$ cat src/sv/blr_pkg.sv
// ----------------------------------------------------------------------------
// Line rasterizer package
// Glyph codes and the command and status bundles between controller and
// datapath.
// ----------------------------------------------------------------------------
package blr_pkg;

  localparam logic [1:0] GLYPH_FULL   = 2'd0;
  localparam logic [1:0] GLYPH_UPPER  = 2'd1;
  localparam logic [1:0] GLYPH_LOWER  = 2'd2;
  localparam logic [1:0] GLYPH_UNUSED = 2'd3;

  typedef struct packed {
    logic load;
    logic step;
  } blr_cmd_t;

  typedef struct packed {
    logic at_end;
  } blr_status_t;

endpackage

$ cat src/sv/blr_seg_if.sv
// ----------------------------------------------------------------------------
// Segment channel
// Valid/ready channel carrying one line segment per transaction.
// ----------------------------------------------------------------------------
interface blr_seg_if #(
  parameter int COORD_WIDTH = 6
);
  logic                   valid;
  logic                   ready;
  logic [COORD_WIDTH-1:0] start_x;
  logic [COORD_WIDTH-1:0] start_y;
  logic [COORD_WIDTH-1:0] end_x;
  logic [COORD_WIDTH-1:0] end_y;
  logic [1:0]             glyph_kind;

  modport source (output valid, start_x, start_y, end_x, end_y, glyph_kind,
                  input ready);
  modport sink (input valid, start_x, start_y, end_x, end_y, glyph_kind,
                output ready);
endinterface

$ cat src/sv/blr_pt_if.sv
// ----------------------------------------------------------------------------
// Point channel
// Valid/ready channel carrying one rasterised grid point per transaction.
// ----------------------------------------------------------------------------
interface blr_pt_if #(
  parameter int COORD_WIDTH = 6
);
  logic                   valid;
  logic                   ready;
  logic [COORD_WIDTH-1:0] point_x;
  logic [COORD_WIDTH-1:0] point_y;
  logic [1:0]             point_glyph;
  logic                   last_point;

  modport source (output valid, point_x, point_y, point_glyph, last_point,
                  input ready);
  modport sink (input valid, point_x, point_y, point_glyph, last_point,
                output ready);
endinterface

$ cat src/sv/bresenham_line_rasterizer.sv
// ----------------------------------------------------------------------------
// Bresenham line rasterizer
// Walks a line segment in any octant and emits each of its grid points.
// ----------------------------------------------------------------------------
// Each transaction on in_i carries one segment: start point, end point and
// a glyph kind, where the unused code three is delivered as a full block.
// The segment is taken only while the block is idle; the cycle after it is
// taken the start point appears on out_o. Each point transaction on out_o
// lets the next point appear in the following cycle, so a segment of longer
// span s is delivered as s + 1 transactions, and the block is ready for the
// next segment in the cycle after the end point, which carries last_point,
// has been taken. When the receiver stalls, the current point is held
// unchanged and the walk pauses. Reset returns the block to idle with no
// point pending.
// ----------------------------------------------------------------------------
module bresenham_line_rasterizer #(
  parameter int COORD_WIDTH = 6
) (
  input  logic      clk_i,
  input  logic      rst_ni,
  blr_seg_if.sink   in_i,
  blr_pt_if.source  out_o
);
  import blr_pkg::*;

  blr_cmd_t    cmd;
  blr_status_t status;

  blr_ctrl u_ctrl (
    .clk_i       (clk_i),
    .rst_ni      (rst_ni),
    .in_valid_i  (in_i.valid),
    .in_ready_o  (in_i.ready),
    .out_valid_o (out_o.valid),
    .out_ready_i (out_o.ready),
    .cmd_o       (cmd),
    .status_i    (status)
  );

  blr_dp #(
    .COORD_WIDTH (COORD_WIDTH)
  ) u_dp (
    .clk_i         (clk_i),
    .rst_ni        (rst_ni),
    .cmd_i         (cmd),
    .status_o      (status),
    .start_x_i     (in_i.start_x),
    .start_y_i     (in_i.start_y),
    .end_x_i       (in_i.end_x),
    .end_y_i       (in_i.end_y),
    .glyph_kind_i  (in_i.glyph_kind),
    .point_x_o     (out_o.point_x),
    .point_y_o     (out_o.point_y),
    .point_glyph_o (out_o.point_glyph)
  );

  assign out_o.last_point = status.at_end;

endmodule

$ cat src/sv/blr_dp.sv
// ----------------------------------------------------------------------------
// Line rasterizer datapath
// Holds the current point, end point, spans, directions and error term, and
// advances one Bresenham step on command.
// ----------------------------------------------------------------------------
module blr_dp #(
  parameter int COORD_WIDTH = 6
) (
  input  logic                   clk_i,
  input  logic                   rst_ni,
  input  blr_pkg::blr_cmd_t      cmd_i,
  output blr_pkg::blr_status_t   status_o,
  input  logic [COORD_WIDTH-1:0] start_x_i,
  input  logic [COORD_WIDTH-1:0] start_y_i,
  input  logic [COORD_WIDTH-1:0] end_x_i,
  input  logic [COORD_WIDTH-1:0] end_y_i,
  input  logic [1:0]             glyph_kind_i,
  output logic [COORD_WIDTH-1:0] point_x_o,
  output logic [COORD_WIDTH-1:0] point_y_o,
  output logic [1:0]             point_glyph_o
);
  import blr_pkg::*;

  localparam int ErrWidth = COORD_WIDTH + 3;

  logic [COORD_WIDTH-1:0]     cur_x_q, cur_x_d, cur_y_q, cur_y_d;
  logic [COORD_WIDTH-1:0]     target_x_q, target_x_d, target_y_q, target_y_d;
  logic [COORD_WIDTH-1:0]     span_x_q, span_x_d, span_y_q, span_y_d;
  logic                       dir_x_neg_q, dir_x_neg_d, dir_y_neg_q, dir_y_neg_d;
  logic [1:0]                 glyph_q, glyph_d;
  logic signed [ErrWidth-1:0] err_q, err_d;

  logic signed [ErrWidth-1:0] ex, ey, twice, ld_ex, ld_ey;
  logic [COORD_WIDTH-1:0]     ld_span_x, ld_span_y;
  logic                       ld_neg_x, ld_neg_y, step_x, step_y;

  always_comb begin
    ld_neg_x  = !(start_x_i < end_x_i);
    ld_neg_y  = !(start_y_i < end_y_i);
    ld_span_x = ld_neg_x ? start_x_i - end_x_i : end_x_i - start_x_i;
    ld_span_y = ld_neg_y ? start_y_i - end_y_i : end_y_i - start_y_i;
    ld_ex     = signed'({3'b000, ld_span_x});
    ld_ey     = signed'({3'b000, ld_span_y});

    ex     = signed'({3'b000, span_x_q});
    ey     = signed'({3'b000, span_y_q});
    twice  = err_q <<< 1;
    step_x = twice > -ey;
    step_y = twice < ex;

    cur_x_d     = cur_x_q;
    cur_y_d     = cur_y_q;
    target_x_d  = target_x_q;
    target_y_d  = target_y_q;
    span_x_d    = span_x_q;
    span_y_d    = span_y_q;
    dir_x_neg_d = dir_x_neg_q;
    dir_y_neg_d = dir_y_neg_q;
    glyph_d     = glyph_q;
    err_d       = err_q;

    if (cmd_i.load) begin
      cur_x_d     = start_x_i;
      cur_y_d     = start_y_i;
      target_x_d  = end_x_i;
      target_y_d  = end_y_i;
      span_x_d    = ld_span_x;
      span_y_d    = ld_span_y;
      dir_x_neg_d = ld_neg_x;
      dir_y_neg_d = ld_neg_y;
      glyph_d     = (glyph_kind_i == GLYPH_UNUSED) ? GLYPH_FULL : glyph_kind_i;
      err_d       = ld_ex - ld_ey;
    end else if (cmd_i.step) begin
      err_d = err_q - (step_x ? ey : '0) + (step_y ? ex : '0);
      if (step_x) begin
        cur_x_d = dir_x_neg_q ? cur_x_q - 1'b1 : cur_x_q + 1'b1;
      end
      if (step_y) begin
        cur_y_d = dir_y_neg_q ? cur_y_q - 1'b1 : cur_y_q + 1'b1;
      end
    end
  end

  always_ff @(posedge clk_i or negedge rst_ni) begin
    if (!rst_ni) begin
      cur_x_q     <= '0;
      cur_y_q     <= '0;
      target_x_q  <= '0;
      target_y_q  <= '0;
      span_x_q    <= '0;
      span_y_q    <= '0;
      dir_x_neg_q <= 1'b0;
      dir_y_neg_q <= 1'b0;
      glyph_q     <= '0;
      err_q       <= '0;
    end else begin
      cur_x_q     <= cur_x_d;
      cur_y_q     <= cur_y_d;
      target_x_q  <= target_x_d;
      target_y_q  <= target_y_d;
      span_x_q    <= span_x_d;
      span_y_q    <= span_y_d;
      dir_x_neg_q <= dir_x_neg_d;
      dir_y_neg_q <= dir_y_neg_d;
      glyph_q     <= glyph_d;
      err_q       <= err_d;
    end
  end

  assign status_o.at_end = (cur_x_q == target_x_q) && (cur_y_q == target_y_q);
  assign point_x_o       = cur_x_q;
  assign point_y_o       = cur_y_q;
  assign point_glyph_o   = glyph_q;

endmodule

$ cat src/sv/blr_ctrl.sv
// ----------------------------------------------------------------------------
// Line rasterizer controller
// Takes a segment when idle, then presents one point per cycle while the
// receiver accepts them, until the end point has been delivered.
// ----------------------------------------------------------------------------
module blr_ctrl (
  input  logic                 clk_i,
  input  logic                 rst_ni,
  input  logic                 in_valid_i,
  output logic                 in_ready_o,
  output logic                 out_valid_o,
  input  logic                 out_ready_i,
  output blr_pkg::blr_cmd_t    cmd_o,
  input  blr_pkg::blr_status_t status_i
);
  import blr_pkg::*;

  localparam logic StIdle = 1'b0;
  localparam logic StRun  = 1'b1;

  logic state_q, state_d;
  logic out_fire;

  assign in_ready_o  = (state_q == StIdle);
  assign out_valid_o = (state_q == StRun);
  assign out_fire    = out_valid_o && out_ready_i;

  always_comb begin
    state_d    = state_q;
    cmd_o.load = 1'b0;
    cmd_o.step = 1'b0;
    unique case (state_q)
      StIdle: begin
        if (in_valid_i) begin
          cmd_o.load = 1'b1;
          state_d    = StRun;
        end
      end
      StRun: begin
        if (out_fire) begin
          if (status_i.at_end) begin
            state_d = StIdle;
          end else begin
            cmd_o.step = 1'b1;
          end
        end
      end
      default: state_d = StIdle;
    endcase
  end

  always_ff @(posedge clk_i or negedge rst_ni) begin
    if (!rst_ni) begin
      state_q <= StIdle;
    end else begin
      state_q <= state_d;
    end
  end

endmodule

$ cat src/flat_wrapper.sv
// flat-port wrapper written by rule: the top's interface ports become plain ports
module bresenham_line_rasterizer_flat import blr_pkg::*;
#(
  parameter int COORD_WIDTH = 6
)
  (clk_i, rst_ni, in_i_valid, in_i_start_x, in_i_start_y, in_i_end_x, in_i_end_y, in_i_glyph_kind, in_i_ready, out_o_valid, out_o_point_x, out_o_point_y, out_o_point_glyph, out_o_last_point, out_o_ready);
  blr_seg_if #(.COORD_WIDTH(COORD_WIDTH)) in_i_i ();
  blr_pt_if #(.COORD_WIDTH(COORD_WIDTH)) out_o_i ();
  input  logic clk_i;
  input  logic rst_ni;
  input wire logic [$bits(in_i_i.valid)-1:0] in_i_valid;
  input wire logic [$bits(in_i_i.start_x)-1:0] in_i_start_x;
  input wire logic [$bits(in_i_i.start_y)-1:0] in_i_start_y;
  input wire logic [$bits(in_i_i.end_x)-1:0] in_i_end_x;
  input wire logic [$bits(in_i_i.end_y)-1:0] in_i_end_y;
  input wire logic [$bits(in_i_i.glyph_kind)-1:0] in_i_glyph_kind;
  output wire logic [$bits(in_i_i.ready)-1:0] in_i_ready;
  output wire logic [$bits(out_o_i.valid)-1:0] out_o_valid;
  output wire logic [$bits(out_o_i.point_x)-1:0] out_o_point_x;
  output wire logic [$bits(out_o_i.point_y)-1:0] out_o_point_y;
  output wire logic [$bits(out_o_i.point_glyph)-1:0] out_o_point_glyph;
  output wire logic [$bits(out_o_i.last_point)-1:0] out_o_last_point;
  input wire logic [$bits(out_o_i.ready)-1:0] out_o_ready;
  assign in_i_i.valid = in_i_valid;
  assign in_i_i.start_x = in_i_start_x;
  assign in_i_i.start_y = in_i_start_y;
  assign in_i_i.end_x = in_i_end_x;
  assign in_i_i.end_y = in_i_end_y;
  assign in_i_i.glyph_kind = in_i_glyph_kind;
  assign in_i_ready = in_i_i.ready;
  assign out_o_valid = out_o_i.valid;
  assign out_o_point_x = out_o_i.point_x;
  assign out_o_point_y = out_o_i.point_y;
  assign out_o_point_glyph = out_o_i.point_glyph;
  assign out_o_last_point = out_o_i.last_point;
  assign out_o_i.ready = out_o_ready;
  bresenham_line_rasterizer #(.COORD_WIDTH(COORD_WIDTH)) u_core (.clk_i(clk_i), .rst_ni(rst_ni), .in_i(in_i_i), .out_o(out_o_i));
endmodule
$ cat config.mk
export PLATFORM = sky130hd
export DESIGN_NAME = bresenham_line_rasterizer_flat
export DESIGN_NICKNAME = d
export VERILOG_FILES = /design/src/sv/blr_pkg.sv /design/src/sv/blr_seg_if.sv /design/src/sv/blr_pt_if.sv /design/src/sv/bresenham_line_rasterizer.sv /design/src/sv/blr_dp.sv /design/src/sv/blr_ctrl.sv /design/src/flat_wrapper.sv
export SDC_FILE = /design/constraint.sdc
export NUM_CORES = 1
export LEC_CHECK = 0
export ABC_CLOCK_PERIOD_IN_PS = 5200
export BUFFER_PORTS_ARGS = -buffer_cell sky130_fd_sc_hd__buf_2
export CAP_MARGIN = 20
export CELL_PAD_IN_SITES_DETAIL_PLACEMENT = 0
export CELL_PAD_IN_SITES_GLOBAL_PLACEMENT = 1
export CORE_ASPECT_RATIO = 0.8
export CORE_MARGIN = 2
export CORE_UTILIZATION = 30
export DETAILED_ROUTE_END_ITERATION = 7
export PLACE_DENSITY_LB_ADDON = 0.3
export SYNTH_ARGS = -nofsm -noshare
export SYNTH_HDL_FRONTEND = slang
export SYNTH_SLANG_ARGS = --single-unit
$ cat constraint.sdc
create_clock -name clk_i -period 5.2 [get_ports clk_i]
set_input_delay 0.26 -clock clk_i [delete_from_list [all_inputs] [get_ports clk_i]]
set_output_delay 0.26 -clock clk_i [all_outputs]
set_load 0.05 [all_outputs]
# After elaboration in Yosys (flattened, before gate mapping)
# Index checks and enable logic that the tools add are counted.
# W data, S select, Z words.
# totals
ff_bits	50
latchBits	0
ramBits	0
romBits	0
input_bits	30
output_inout_bits	17
elab_cells	62
n_memories	0
# op_classes
n_addsub	12
n_mul	0
n_div	0
order_cmp	4
eq_ne	3
shifts	0
n_mux	22
bitwise	1
reduce_logical	9
# ops
cell	count
$mux W6	12
$sub A6 B6 Y6	4
$mux W9	2
$add A6 B1 Y6 const B	2
$eq A6 B6 Y1	2
$lt A6 B6 Y1	2
$sub A6 B1 Y6 const B	2
$add A9 B6 Y9	1
$gt A9 B9 Y1	1
$lt A9 B7 Y1	1
$neg A6 Y9	1
$sub A9 B6 Y9	1
$sub A6 B6 Y7	1
$mux W1	6
$reduce_bool A2 Y1	3
$reduce_and A2 Y1	2
$eq A2 B2 Y1 const B	1
$logic_and A1 B1 Y1	2
$logic_not A1 Y1	2
$mux W2	1
$pmux W1 S2	1
$not A1 Y1	1

# Longest topological paths before layout
# depth
depth_word	7
ltp_mapped	19
mapped_depth_nobuf	19

# Cells and area by module
# From an unflattened synthesis, not the netlist that was laid out.
# hier_totals
cells_unflattened	510
area_unflattened_um2	4697.0
# modules_own_cells
module	instances	cells_per_inst	area_per_inst_um2
blr_dp	1	503	4642.0
blr_ctrl	1	7	55.1

# Worst setup path after synthesis
# Ideal clock, no wire load.
# synth_path
kind	reg2reg
from	reg u_core.u_dp.span_y_q[0]
to	reg u_core.u_dp.err_q[6]
t_arrival_ns	3.695
slack_ns	1.381
stages_incl_launch_ff	18
n_path_buf	0
period_less_slack_ns	3.819
path_cell_list	dfrtp_1 inv_2 ha_1 and3b_1 ha_1 nor3b_1 o21ai_0 a21o_1 and3_1 fa_1 inv_1 fa_1 a21o_1 a21oi_1 o21bai_1 a21oi_1 xnor2_1 a211o_1
# synth_via
elab_chain_cells	7
# synth_rtl
item	line_no	source
from (decl)	blr_dp.sv:28	logic [COORD_WIDTH-1:0] span_x_q, span_x_d, span_y_q, span_y_d;
from (signal assigned)	blr_dp.sv:102	span_y_q <= span_y_d;
$neg A6 Y9	blr_dp.sv:48	step_x = twice > -ey;
$gt A9 B9 Y1	blr_dp.sv:48	
$mux W6 *	blr_dp.sv:74	err_d = err_q - (step_x ? ey : '0) + (step_y ? ex : '0);
$sub A9 B6 Y9 *	blr_dp.sv:74	
$add A9 B6 Y9 *	blr_dp.sv:74	
$mux W9 *	blr_dp.sv:73	end else if (cmd_i.step) begin
$mux W9 *	blr_dp.sv:62	if (cmd_i.load) begin
to (signal assigned)	blr_dp.sv:106	err_q <= err_d;
to (decl)	blr_dp.sv:31	logic signed [ErrWidth-1:0] err_q, err_d;
# Every way passes the cells marked *; elsewhere a longest branch is shown, timed or not. The select of a mux whose other input is x is not followed.
# A chain may end at the register's enable or synchronous reset.

# Final worst setup path
# layout_path
from	reg u_core.u_dp.err_q[3]
to	reg u_core.u_dp.err_q[6]
# layout_via
elab_chain_cells	6
word_cells_on_any_way	8
cone_classes	add/sub: 2; order compare: 2; mux: 4
# layout_rtl
item	line_no
$gt A9 B9 Y1	blr_dp.sv:48
$mux W6	blr_dp.sv:74
$sub A9 B6 Y9	blr_dp.sv:74
$add A9 B6 Y9 *	blr_dp.sv:74
$mux W9 *	blr_dp.sv:73
$mux W9 *	blr_dp.sv:62
# Marked as above.

==> impl_results.md <==
- Status: complete, no violations
- Input/output buffers: 46
- Synth top area share: 26.9%
- Starting Density: 30.5%
- Crit share post-route: 82.6%
- Clock slew at reported path FFs: 0.07 ns
- Die X: 142 µm
- Number of fill cells: 1,572
- I/O Pins: 47
- DRC Markers: 0
- Core area: 0.0150 mm²
- Slowest Stage Delay on Critical Path: 0.79 ns
- Cells after Synth: 516
- Total gr overflow: 0
- Area contributors post-synth: dfrtp_1 27%, ha_1 16%, inv_1 6.4%
- Switch Pwr: 1470 µW
- Clock Skew: 0.00465 ns
- Number of synthesis warnings: 0
- Crit-path slowest cell: xnor2_1
- Final setup vio count: 0
- Synth Net Count: 618
- Num rows: 40
- Largest net degree at the start of global routing: 50
- Post-CTS Hold Buffers: 0
- Clock network fraction of total power: 11.4%
- Layout Nets: 660
- Commonest non-fill, non-tap cell in the layout: inv_1
- Initial DRC count: 160
- Routability Congestion: 0.809
- Post-synthesis sequential area ratio: 26.9%
- Die area: 0.0162 mm²
- Netlist cell types: 64
- Worst rel slew slack: 32.5%
- CTS tree: yes
- Critical-path cell list: ha_1 > and3_1 > o21ai_1 > o2111a_1 > xnor2_1 > nand2_1 > fa_1 > inv_1 > fa_1 > a21o_1 > a21oi_1 > o21bai_1 > a21oi_1 > xnor2_1 > a211o_1
- CTS H-tree depth: 2
- Worst-margin pin slew: 1.00 ns
- Final Hold Viols: 0
- Synthesis-to-layout area growth: 12.5%
- Post-CTS Resized: 0
- Vias in the first global route: 3,695
- WL/cell: 15.9 µm
- Final worst path period need: 4.30 ns
- Die height: 114 µm
- Net Sw Frac: 49.2%
- Max Buffers Root-to-Sink: 2
- Synth async-reset ratio: 100%
- Total inserted antenna cells: 0
- Fraction of layout instances using a drive strength above 1: 14.5%
- Post-route ant nets: 0
- Vias: 3,582
- Fmax: 233 MHz
- Max-Cap Viols: 0
- RSZ-0062 raised after global routing: no
- Mapped Area: 0.00456 mm²
- Hold crit path type: primary input to asynchronous set/reset pin
- Most frequent cells in the layout: 78 x inv_1, 59 x ha_1, 52 x nand2_1
- Postcts setup bufs: 0
- Synthesized flop and latch total: 49
- Seq pwr share: 21.9%
- Clk_lat worst skew: 0.30 ns
- Startpoint Class: register
- Root Driver: clkbuf_16
- VDD IR max: 0.302 mV
- First-pass GRT wire length: 19.5 mm
- Combinational power share: 66.7%
- Count of final max-slew check failures: 0
- CP required: 5.39 ns
- Clock Sinks: 49
- Final Total Pwr: 2990 µW
- Static Leakage: 0.00266 µW
- Post-route setup TNS: 0 ns
- 1st-pass router iterations: 4
- Number of enable flip-flop cells after synthesis: 0
- Avg Inst Size Synth: 8.84 µm²
- Prevailing post-synth register cell: dfrtp_1
- Via-per-instance ratio: 4.79
- CP max FO: 11
- Pwr dens: 582 mW/mm²
- GRT Total Usage: 15.5%
- Pint: 1520 µW
- Antenna violations before repair: 0
- CP Capture Type: register
- Drt total wl: 11.9 mm
- Critical Path AT: 4.48 ns
- HPWL Detailed: 9.47 mm
- Cell taking the most area after synthesis: dfrtp_1
- CTS buffer count: 5
- WS Path Type: register to register
## cell families after synthesis
kind of cell | count (synthesis) | share of synthesized area (%)
AND/OR/NAND/NOR | 127 | 14.1
buffers and inverters | 93 | 8.07
XOR/XNOR | 38 | 7.30
AO/OA/AOI/OAI | 123 | 18.5
multiplexers | 14 | 3.24
flip-flops | 49 | 26.9
adder cells (fa/ha/maj) | 72 | 21.9
## sequential cells by signal, summed over array words and instances, names as in the netlist
signal,count
u_core.u_dp.point_glyph_o,2
u_core.u_dp.span_x_q,6
u_core.u_dp.target_x_q,6
u_core.u_dp.err_q,8
u_core.u_dp.dir_y_neg_q,1
u_core.u_dp.point_y_o,6
u_core.u_dp.target_y_q,6
u_core.u_ctrl.out_valid_o,1
u_core.u_dp.point_x_o,6
u_core.u_dp.dir_x_neg_q,1
u_core.u_dp.span_y_q,6
## final timing paths
kind	from	endpoint	slack, ns	cells after the start
min in group clk_i	out_o_ready	u_core.u_ctrl.out_valid_o	0.17	2
min	rst_ni	u_core.u_dp.target_x_q[4]	0.09	2
max in group asynchronous	rst_ni	u_core.u_dp.point_y_o[1]	4.65	2
max reg2reg	u_core.u_dp.err_q[3]	u_core.u_dp.err_q[6]	0.90	15
max	u_core.u_dp.err_q[3]	u_core.u_dp.err_q[6]	0.90	15
min reg2reg	u_core.u_dp.point_glyph_o[0]	u_core.u_dp.point_glyph_o[0]	0.48	2
## worst max-delay path, delay by kind of cell (launching register included)
family	cells	cell delay, ns
buf+inv	1	0.07
simple gates	2	0.33
xor+xnor	2	0.88
flops	1	0.43
fa+ha+maj	3	1.32
compound gates	7	1.16
## power groups by stage
stage / combinational, µW / sequential (µW) / clock, µW
6_report: 1990 / 655 / 341
5_1_grt: 2260 / 676 / 367
4_1_cts: 2010 / 656 / 352
3_5_place_dp: 1990 / 661 / 0
3_3_place_gp: 1970 / 657 / 0
2_1_floorplan: 1410 / 784 / 0
## through the flow
stage | setup WS, ns | utilization, % | instance area [µm²] | cells | hold slack (ns)
floorplan | 1.38 | - | 4560 | 516 | -0.0356
global placement | 0.998 | 33.3 | 4980 | 740 | 0.437
detailed placement | 0.939 | 33.3 | 4980 | 740 | 0.442
CTS | 0.911 | 34.3 | 5130 | 748 | 0.123
global route | 0.641 | 34.3 | 5130 | 748 | 0.158
finish | 0.903 | 34.3 | 5130 | 748 | 0.0920
## final cells by class
type,instances,area [µm²],area share (%)
Sequential cell,49,1230,23.9
Clock inverter,3,22.5,0.439
Timing Repair Buffer,49,253,4.93
Inverter,79,297,5.78
Multi-Input combinational cell,374,2970,57.9
Clock buffer,5,125,2.44
Tap cell,189,236,4.61
## layer usage
| layer | part of all wire (%) | track usage [%] | up-vias |
|---|---|---|---|
| met5 | 0 | 0 | - |
| met4 | 0.91 | 2.87 | 0 |
| met3 | 3.9 | 2.59 | 11 |
| met2 | 42 | 23.3 | 55 |
| met1 | 53 | 23.6 | 1675 |
| li1 | - | - | 1841 |
## cells in the mapped netlist, drive strengths merged, types with 9 or more instances
library cell	count
a21oi	31
inv	79
xnor2	16
nand2	53
nor2	20
o21ai	36
xor2	22
fa	13
a21o	15
and3	9
ha	59
dfrtp	49
Note: power is estimated with default switching activity, not from simulation.
